**config.mk**
```make
export PLATFORM = sky130hd
export DESIGN_NAME = pps_mac_unit
export DESIGN_NICKNAME = d
export VERILOG_FILES = /design/src/design/pps_pkg.sv /design/src/design/pps_mac_unit.sv
export SDC_FILE = /design/constraint.sdc
export NUM_CORES = 2
export LEC_CHECK = 0
export BUFFER_PORTS_ARGS = -buffer_cell sky130_fd_sc_hd__buf_4
export CAP_MARGIN = 25
export CELL_PAD_IN_SITES_DETAIL_PLACEMENT = 1
export CELL_PAD_IN_SITES_GLOBAL_PLACEMENT = 1
export CORE_MARGIN = 3
export CORE_UTILIZATION = 25
export DETAILED_ROUTE_END_ITERATION = 8
export PLACE_DENSITY_LB_ADDON = 0.1
export SYNTH_ARGS = -nofsm -noshare
export SYNTH_HDL_FRONTEND = slang
export SYNTH_SLANG_ARGS = --single-unit
```
**constraint.sdc**
```tcl
create_clock -name clk -period 9.6 [get_ports clk]
set_input_delay 1.44 -clock clk [delete_from_list [all_inputs] [get_ports clk]]
set_output_delay 1.44 -clock clk [all_outputs]
set_load 0.05 [all_outputs]
```
**src/design/pps_pkg.sv**
```systemverilog
// ----------------------------------------------------------------------------
// pps_pkg: shared types and constants of the piecewise polynomial sampler
// Holds the store sizes, command and result structs, state and opcode enums,
// and the 48-bit saturation helper used by the arithmetic unit.
// ----------------------------------------------------------------------------
package pps_pkg;

	// Store sizes.
	localparam int MAX_SEGMENTS = 16;
	localparam int NUM_COEFFS   = 8;
	localparam int NUM_AXES     = 3;
	localparam int SEG_W        = (MAX_SEGMENTS > 1) ? $clog2(MAX_SEGMENTS) : 1;
	localparam int SEGC_W       = $clog2(MAX_SEGMENTS + 1);
	localparam int TERM_W       = $clog2(NUM_COEFFS);
	localparam int COEF_DEPTH   = NUM_AXES * MAX_SEGMENTS * NUM_COEFFS;
	localparam int COEF_AW      = $clog2(COEF_DEPTH);

	// Fixed-point widths.
	localparam int VAL_W  = 48;
	localparam int TIME_W = 24;
	localparam int HALF_W = TIME_W / 2;
	localparam int ACC_W  = VAL_W + TIME_W;
	localparam int PROD_W = VAL_W + HALF_W + 1;
	localparam int SUM_W  = TIME_W + SEG_W;
	localparam int FRAC_W = 16;

	// Configuration register indexes.
	localparam logic [1:0] CFG_SEGMENT_COUNT  = 2'd0;
	localparam logic [1:0] CFG_TOTAL_DURATION = 2'd1;
	localparam logic [1:0] CFG_TRAJ_READY     = 2'd2;

	typedef enum logic [1:0] {
		FUNC_COEF     = 2'd0,
		FUNC_DURATION = 2'd1,
		FUNC_ENDPOINT = 2'd2,
		FUNC_SAMPLE   = 2'd3
	} func_t;

	typedef struct packed {
		func_t              func;
		logic [1:0]         axis;
		logic [3:0]         segment_index;
		logic [2:0]         term_index;
		logic               endpoint_select;
		logic signed [47:0] load_value;
		logic [23:0]        sample_time;
	} pps_cmd_t;

	typedef struct packed {
		logic signed [47:0] pos_x;
		logic signed [47:0] pos_y;
		logic signed [47:0] pos_z;
		logic signed [47:0] vel_x;
		logic signed [47:0] vel_y;
		logic signed [47:0] vel_z;
		logic               sample_ok;
		logic               saturated;
	} pps_result_t;

	// Sequencer states.
	typedef enum logic [3:0] {
		ST_IDLE, ST_SEARCH, ST_CLAMP,
		ST_P_RD, ST_P_INIT, ST_P_HI, ST_P_LO, ST_P_ADD,
		ST_V_RD, ST_V_INIT, ST_V_HI, ST_V_LO, ST_V_SC, ST_V_ADD, ST_V_END,
		ST_DONE
	} state_t;

	// Arithmetic unit operations.
	typedef enum logic [2:0] {
		MAC_IDLE, MAC_LOAD, MAC_SCALE_W, MAC_SCALE_S,
		MAC_HI, MAC_LO, MAC_ADD_C, MAC_ADD_S
	} mac_op_t;

	typedef struct packed {
		mac_op_t             op;
		logic [HALF_W-1:0]   b;
		logic                clr_flag;
	} mac_ctrl_t;

	typedef struct packed {
		logic signed [VAL_W-1:0] val;
		logic                    hit;
	} sat_t;

	// Clip a wide signed value to the 48-bit range.
	function automatic sat_t sat48(input logic signed [PROD_W-1:0] x);
		sat_t r;
		logic signed [PROD_W-1:0] hi;
		logic signed [PROD_W-1:0] lo;
		hi = PROD_W'({1'b0, {(VAL_W-1){1'b1}}});
		lo = -hi - PROD_W'(1);
		if (x > hi) begin
			r.val = {1'b0, {(VAL_W-1){1'b1}}};
			r.hit = 1'b1;
		end else if (x < lo) begin
			r.val = {1'b1, {(VAL_W-1){1'b0}}};
			r.hit = 1'b1;
		end else begin
			r.val = x[VAL_W-1:0];
			r.hit = 1'b0;
		end
		return r;
	endfunction

endpackage

```
**src/design/pps_mac_unit.sv**
```systemverilog
// ----------------------------------------------------------------------------
// pps_mac_unit: shared multiply-accumulate unit
// One 48 by 12 bit multiplier with a 72-bit accumulator, a working register
// for the Horner value and a sticky saturation flag.
// ----------------------------------------------------------------------------
module pps_mac_unit (
	input  logic                              clk,
	input  logic                              arst_n,
	input  pps_pkg::mac_ctrl_t                ctrl,
	input  logic signed [pps_pkg::VAL_W-1:0]  a,
	output logic signed [pps_pkg::VAL_W-1:0]  w,
	output logic                              flag
);

	logic signed [pps_pkg::VAL_W-1:0]  w_q;
	logic signed [pps_pkg::VAL_W-1:0]  s_q;
	logic signed [pps_pkg::ACC_W-1:0]  acc_q;
	logic                              flag_q;

	logic signed [pps_pkg::VAL_W-1:0]  mul_a;
	logic signed [pps_pkg::HALF_W:0]   mul_b;
	logic signed [pps_pkg::PROD_W-1:0] prod;
	logic signed [pps_pkg::VAL_W-1:0]  addend;
	logic signed [pps_pkg::ACC_W-pps_pkg::FRAC_W:0] sum;
	pps_pkg::sat_t                     prod_sat;
	pps_pkg::sat_t                     sum_sat;
	logic                              hit;

	// Multiplier operands: the Horner value during time steps, else the input.
	always_comb begin
		mul_a = ((ctrl.op == pps_pkg::MAC_HI) || (ctrl.op == pps_pkg::MAC_LO)) ? w_q : a;
		mul_b = {1'b0, ctrl.b};
		prod  = mul_a * mul_b;
	end

	// Rounded product plus addend, then clipping.
	always_comb begin
		addend   = (ctrl.op == pps_pkg::MAC_ADD_S) ? s_q : a;
		sum      = (pps_pkg::ACC_W-pps_pkg::FRAC_W+1)'(
		               $signed(acc_q[pps_pkg::ACC_W-1:pps_pkg::FRAC_W]))
		         + (pps_pkg::ACC_W-pps_pkg::FRAC_W+1)'(addend);
		prod_sat = pps_pkg::sat48(prod);
		sum_sat  = pps_pkg::sat48(pps_pkg::PROD_W'(sum));
		unique case (ctrl.op)
			pps_pkg::MAC_SCALE_W, pps_pkg::MAC_SCALE_S: hit = prod_sat.hit;
			pps_pkg::MAC_ADD_C, pps_pkg::MAC_ADD_S:     hit = sum_sat.hit;
			default:                                    hit = 1'b0;
		endcase
	end

	// Datapath registers.
	always_ff @(posedge clk) begin
		unique case (ctrl.op)
			pps_pkg::MAC_LOAD:    w_q <= a;
			pps_pkg::MAC_SCALE_W: w_q <= prod_sat.val;
			pps_pkg::MAC_SCALE_S: s_q <= prod_sat.val;
			pps_pkg::MAC_HI:      acc_q <= {prod[pps_pkg::ACC_W-pps_pkg::HALF_W-1:0],
			                                {pps_pkg::HALF_W{1'b0}}};
			pps_pkg::MAC_LO:      acc_q <= acc_q + pps_pkg::ACC_W'(prod)
			                               + pps_pkg::ACC_W'(1 << (pps_pkg::FRAC_W - 1));
			pps_pkg::MAC_ADD_C,
			pps_pkg::MAC_ADD_S:   w_q <= sum_sat.val;
			default: begin
			end
		endcase
	end

	// Sticky saturation flag, cleared when a transaction is accepted.
	always_ff @(posedge clk or negedge arst_n) begin
		if (!arst_n) begin
			flag_q <= 1'b0;
		end else if (ctrl.clr_flag) begin
			flag_q <= 1'b0;
		end else if (hit) begin
			flag_q <= 1'b1;
		end
	end

	assign w    = w_q;
	assign flag = flag_q;

endmodule

```
==> results.sh <==
export IMPL_cp_max_fo=5
export IMPL_grt_overflow_total=0
export IMPL_die_h_um=391
export IMPL_hold_ws_ns=0.553
export IMPL_crit_path_max_incr_delay_ns=0.50
export IMPL_finalCriticalPeriod_ns=10.14
export IMPL_worst_pin_slew_ns=0.952
export IMPL_maxSlewHeadroom=0.357
export IMPL_synth_top_family_by_area="adder cells"
export IMPL_ant_nets=0
export IMPL_cts_sinks=169
export IMPL_synth_top_area_share=0.271
export IMPL_cts_tree="done"
export IMPL_fin_worst_skew_ns=0.0175
export IMPL_synth_edf_count=168
export IMPL_yosys_warnings=0
export IMPL_synth_fa_ha_area_frac=0.382
export IMPL_antenna_found_initial=3
export IMPL_synth_mux_area_frac=0.0311
export IMPL_drc=0
export IMPL_clk_latency_ns=0.50
export IMPL_vias=33194
export IMPL_final_setup_worst_slack_ns=-0.544
export IMPL_row_count=140
export IMPL_drt_initial_drc_count=1772
export IMPL_slowest_stage="fa_1"
export IMPL_ys_seq_area_frac=0.137
export IMPL_status="complete, but fails checks"
export IMPL_ys_flop_type="edfxtp_1"
export IMPL_grt_pass1_vias=36254
export IMPL_violations="negative setup slack"
export IMPL_ios=115
export IMPL_rsz0062_at_grt="true"
export IMPL_setup_worst_path_start_class="input pin"
export IMPL_async_flop_share=0.00592
export IMPL_gp_congestion=0.876
export IMPL_final_common_cell="buf_4"
export IMPL_syn_area_um2=37000
export IMPL_syn_area_per_cell_um2=8.65
export IMPL_whs_path_depth=2
export IMPL_hold_class="register to register"
export IMPL_path_clk_slew_ns=0.07
export IMPL_netlist_cell_type_count=95
export IMPL_cp_common_cell="fa_1"
export IMPL_cts_buffer_depth=2
export IMPL_synth_top_cells_by_area="fa_1 (27%), edfxtp_1 (14%), ha_1 (11%)"
export IMPL_layout_common_cells="buf_4 (930), inv_1 (705), nand2_1 (520)"
export IMPL_max_freq_ghz=0.0986
export IMPL_grt_max_degree=68
export IMPL_cp_end_kind="register"
export IMPL_worst_endpoint_arrival_ns=10.37
export IMPL_vias_per_cell=4.74
export IMPL_drt_wl_total_um=157000
export IMPL_htreeDepth=4
export IMPL_reg2reg_depth=34
export IMPL_syn_instance_count=4275
export IMPL_track_usage=0.206
export IMPL_dieArea_um2=153000
export IMPL_yosysTopAreaCell="fa_1"
export IMPL_rr_endpoint="acc_q[71]"
export IMPL_synth_simple_area_share=0.165
export IMPL_hold_path_endpoint="flag"
export IMPL_syn_num_nets=5169
export IMPL_post_drt_wl_per_cell_um=22.4
export IMPL_hold_start="flag"
export IMPL_finalSetupTns_ns=-7.34
export IMPL_maxCapViolations=0
export IMPL_core_area_um2=146000
export IMPL_crit_type="input pin to register"
export IMPL_ff2ff_setup_slack_ns=0.47
export IMPL_cts_made_buffers=17
export IMPL_portBuffers=114
export IMPL_drive_above_1_share=0.292
export IMPL_nets=5969
export IMPL_postCtsHoldBufs=0
export IMPL_clockRootBuffer="clkbuf_16"
export IMPL_grt_first_pass_wirelength_um=236000
export IMPL_drv_slew=0
export IMPL_r2r_start="w[7]"
export IMPL_setup_viol=25
export IMPL_drt_pass1_iter_count=6
export IMPL_synth_xor_area_share=0.0416
export IMPL_die_w_um=391
export IMPL_detailed_place_hpwl_um=132000
export IMPL_fillerInstances=16924
export IMPL_synth_compound_area_frac=0.144
export IMPL_finalCritPeriodShare=1.06
export IMPL_area_growth_synth_to_final_pct=34.0
export IMPL_cp_required_ns=9.83
export IMPL_start_util=0.253
export IMPL_finalHoldViolations=0
export IMPL_ys_ff_latch=169
repair_timing:
action,4_1_cts,5_1_grt
resized for setup,278,161
setup buffers,55,41
endpoints found under the setup margin,45,45
pin swaps,131,117
cloned,6,2
cell type report:
class / instances / area (um2) / share of cell area
Inverter: 726 / 2730 / 0.0550
Sequential cell: 169 / 5070 / 0.102
Antenna cell: 1 / 2.50 / 0.0000505
Clock buffer: 18 / 429 / 0.00866
Tap cell: 1917 / 2400 / 0.0484
Multi-Input combinational cell: 3153 / 30500 / 0.616
Timing Repair Buffer: 1008 / 8310 / 0.168
Clock inverter: 14 / 121 / 0.00245
critical path, delay by kind of cell:
family	cells	cell delay, ns
compound gates	15	3.06
xor+xnor	2	0.39
fa+ha+maj	8	3.14
buf+inv	9	0.95
mux	2	0.42
simple gates	5	0.91
synthesized netlist by cell type (all sizes together), types with 6 or more instances:
cell type  number
a211oi         22
a21o           98
a21oi         216
a221oi          8
a222oi         37
a22oi           6
a31oi          14
a41oi           7
and2          287
and3           27
and4            7
buf            52
clkbuf        178
edfxtp        168
fa            500
ha            328
inv           726
mux2           95
mux2i           8
nand2         533
nand2b         31
nand3          51
nand4          45
nor2          122
nor2b          40
nor3           40
nor4           13
o2111ai         9
o211ai         29
o21a           24
o21ai         215
o21bai         34
o31a            6
o31ai          17
o41ai           7
or2             8
or3            14
xnor2         100
xor2           75
worst max path at each step:
stage,endpoint,from,slack [ns]
detailed placement,acc_q[70],ctrl[14],-1.59
floorplan,acc_q[70],ctrl[15],-0.55
global placement,acc_q[66],ctrl[14],-1.55
CTS,acc_q[69],ctrl[14],-0.51
global route,acc_q[70],ctrl[14],-0.84
finish,acc_q[71],ctrl[14],-0.54
routing by layer:
metal,global-route usage,vias to the layer above,share of wire
li1,-,15613,-
met1,0.312,17003,0.51
met2,0.317,491,0.44
met3,0.0211,85,0.036
met4,0.0385,2,0.017
met5,0,-,0.000083
state kept, by name, summed over array words and instances (netlist names):
| register | count |
|---|---|
| s_q | 48 |
| acc_q | 72 |
| flag | 1 |
| w | 48 |
kinds of logic (layout without fill, tap and decap cells):
| kind of cell | after synthesis | after routing |
|---|---|---|
| AOI/OAI and AO/OA | 809 | 809 |
| xor gates and xnor gates | 175 | 175 |
| adders and majority gates | 828 | 828 |
| buffers and inverters | 956 | 1766 |
| DFF | 169 | 169 |
| muxes | 103 | 106 |
| other | 0 | 1 |
| and+or+nand+nor | 1235 | 1235 |
metrics by stage:
| step | std cells | worst slack, ns | instance area [um2] | util |
|---|---|---|---|---|
| after floorplan | 4275 | -0.546 | 37400 | - |
| after global placement | 6883 | -1.55 | 46000 | 0.315 |
| after detailed placement | 6883 | -1.59 | 46000 | 0.315 |
| after CTS | 6970 | -0.511 | 48400 | 0.331 |
| after global routing | 7006 | -0.841 | 49600 | 0.339 |
| final | 7006 | -0.544 | 49600 | 0.339 |
Power is not shown: default switching activity piles up to over one toggle a cycle in this logic, so the estimate is an artifact.
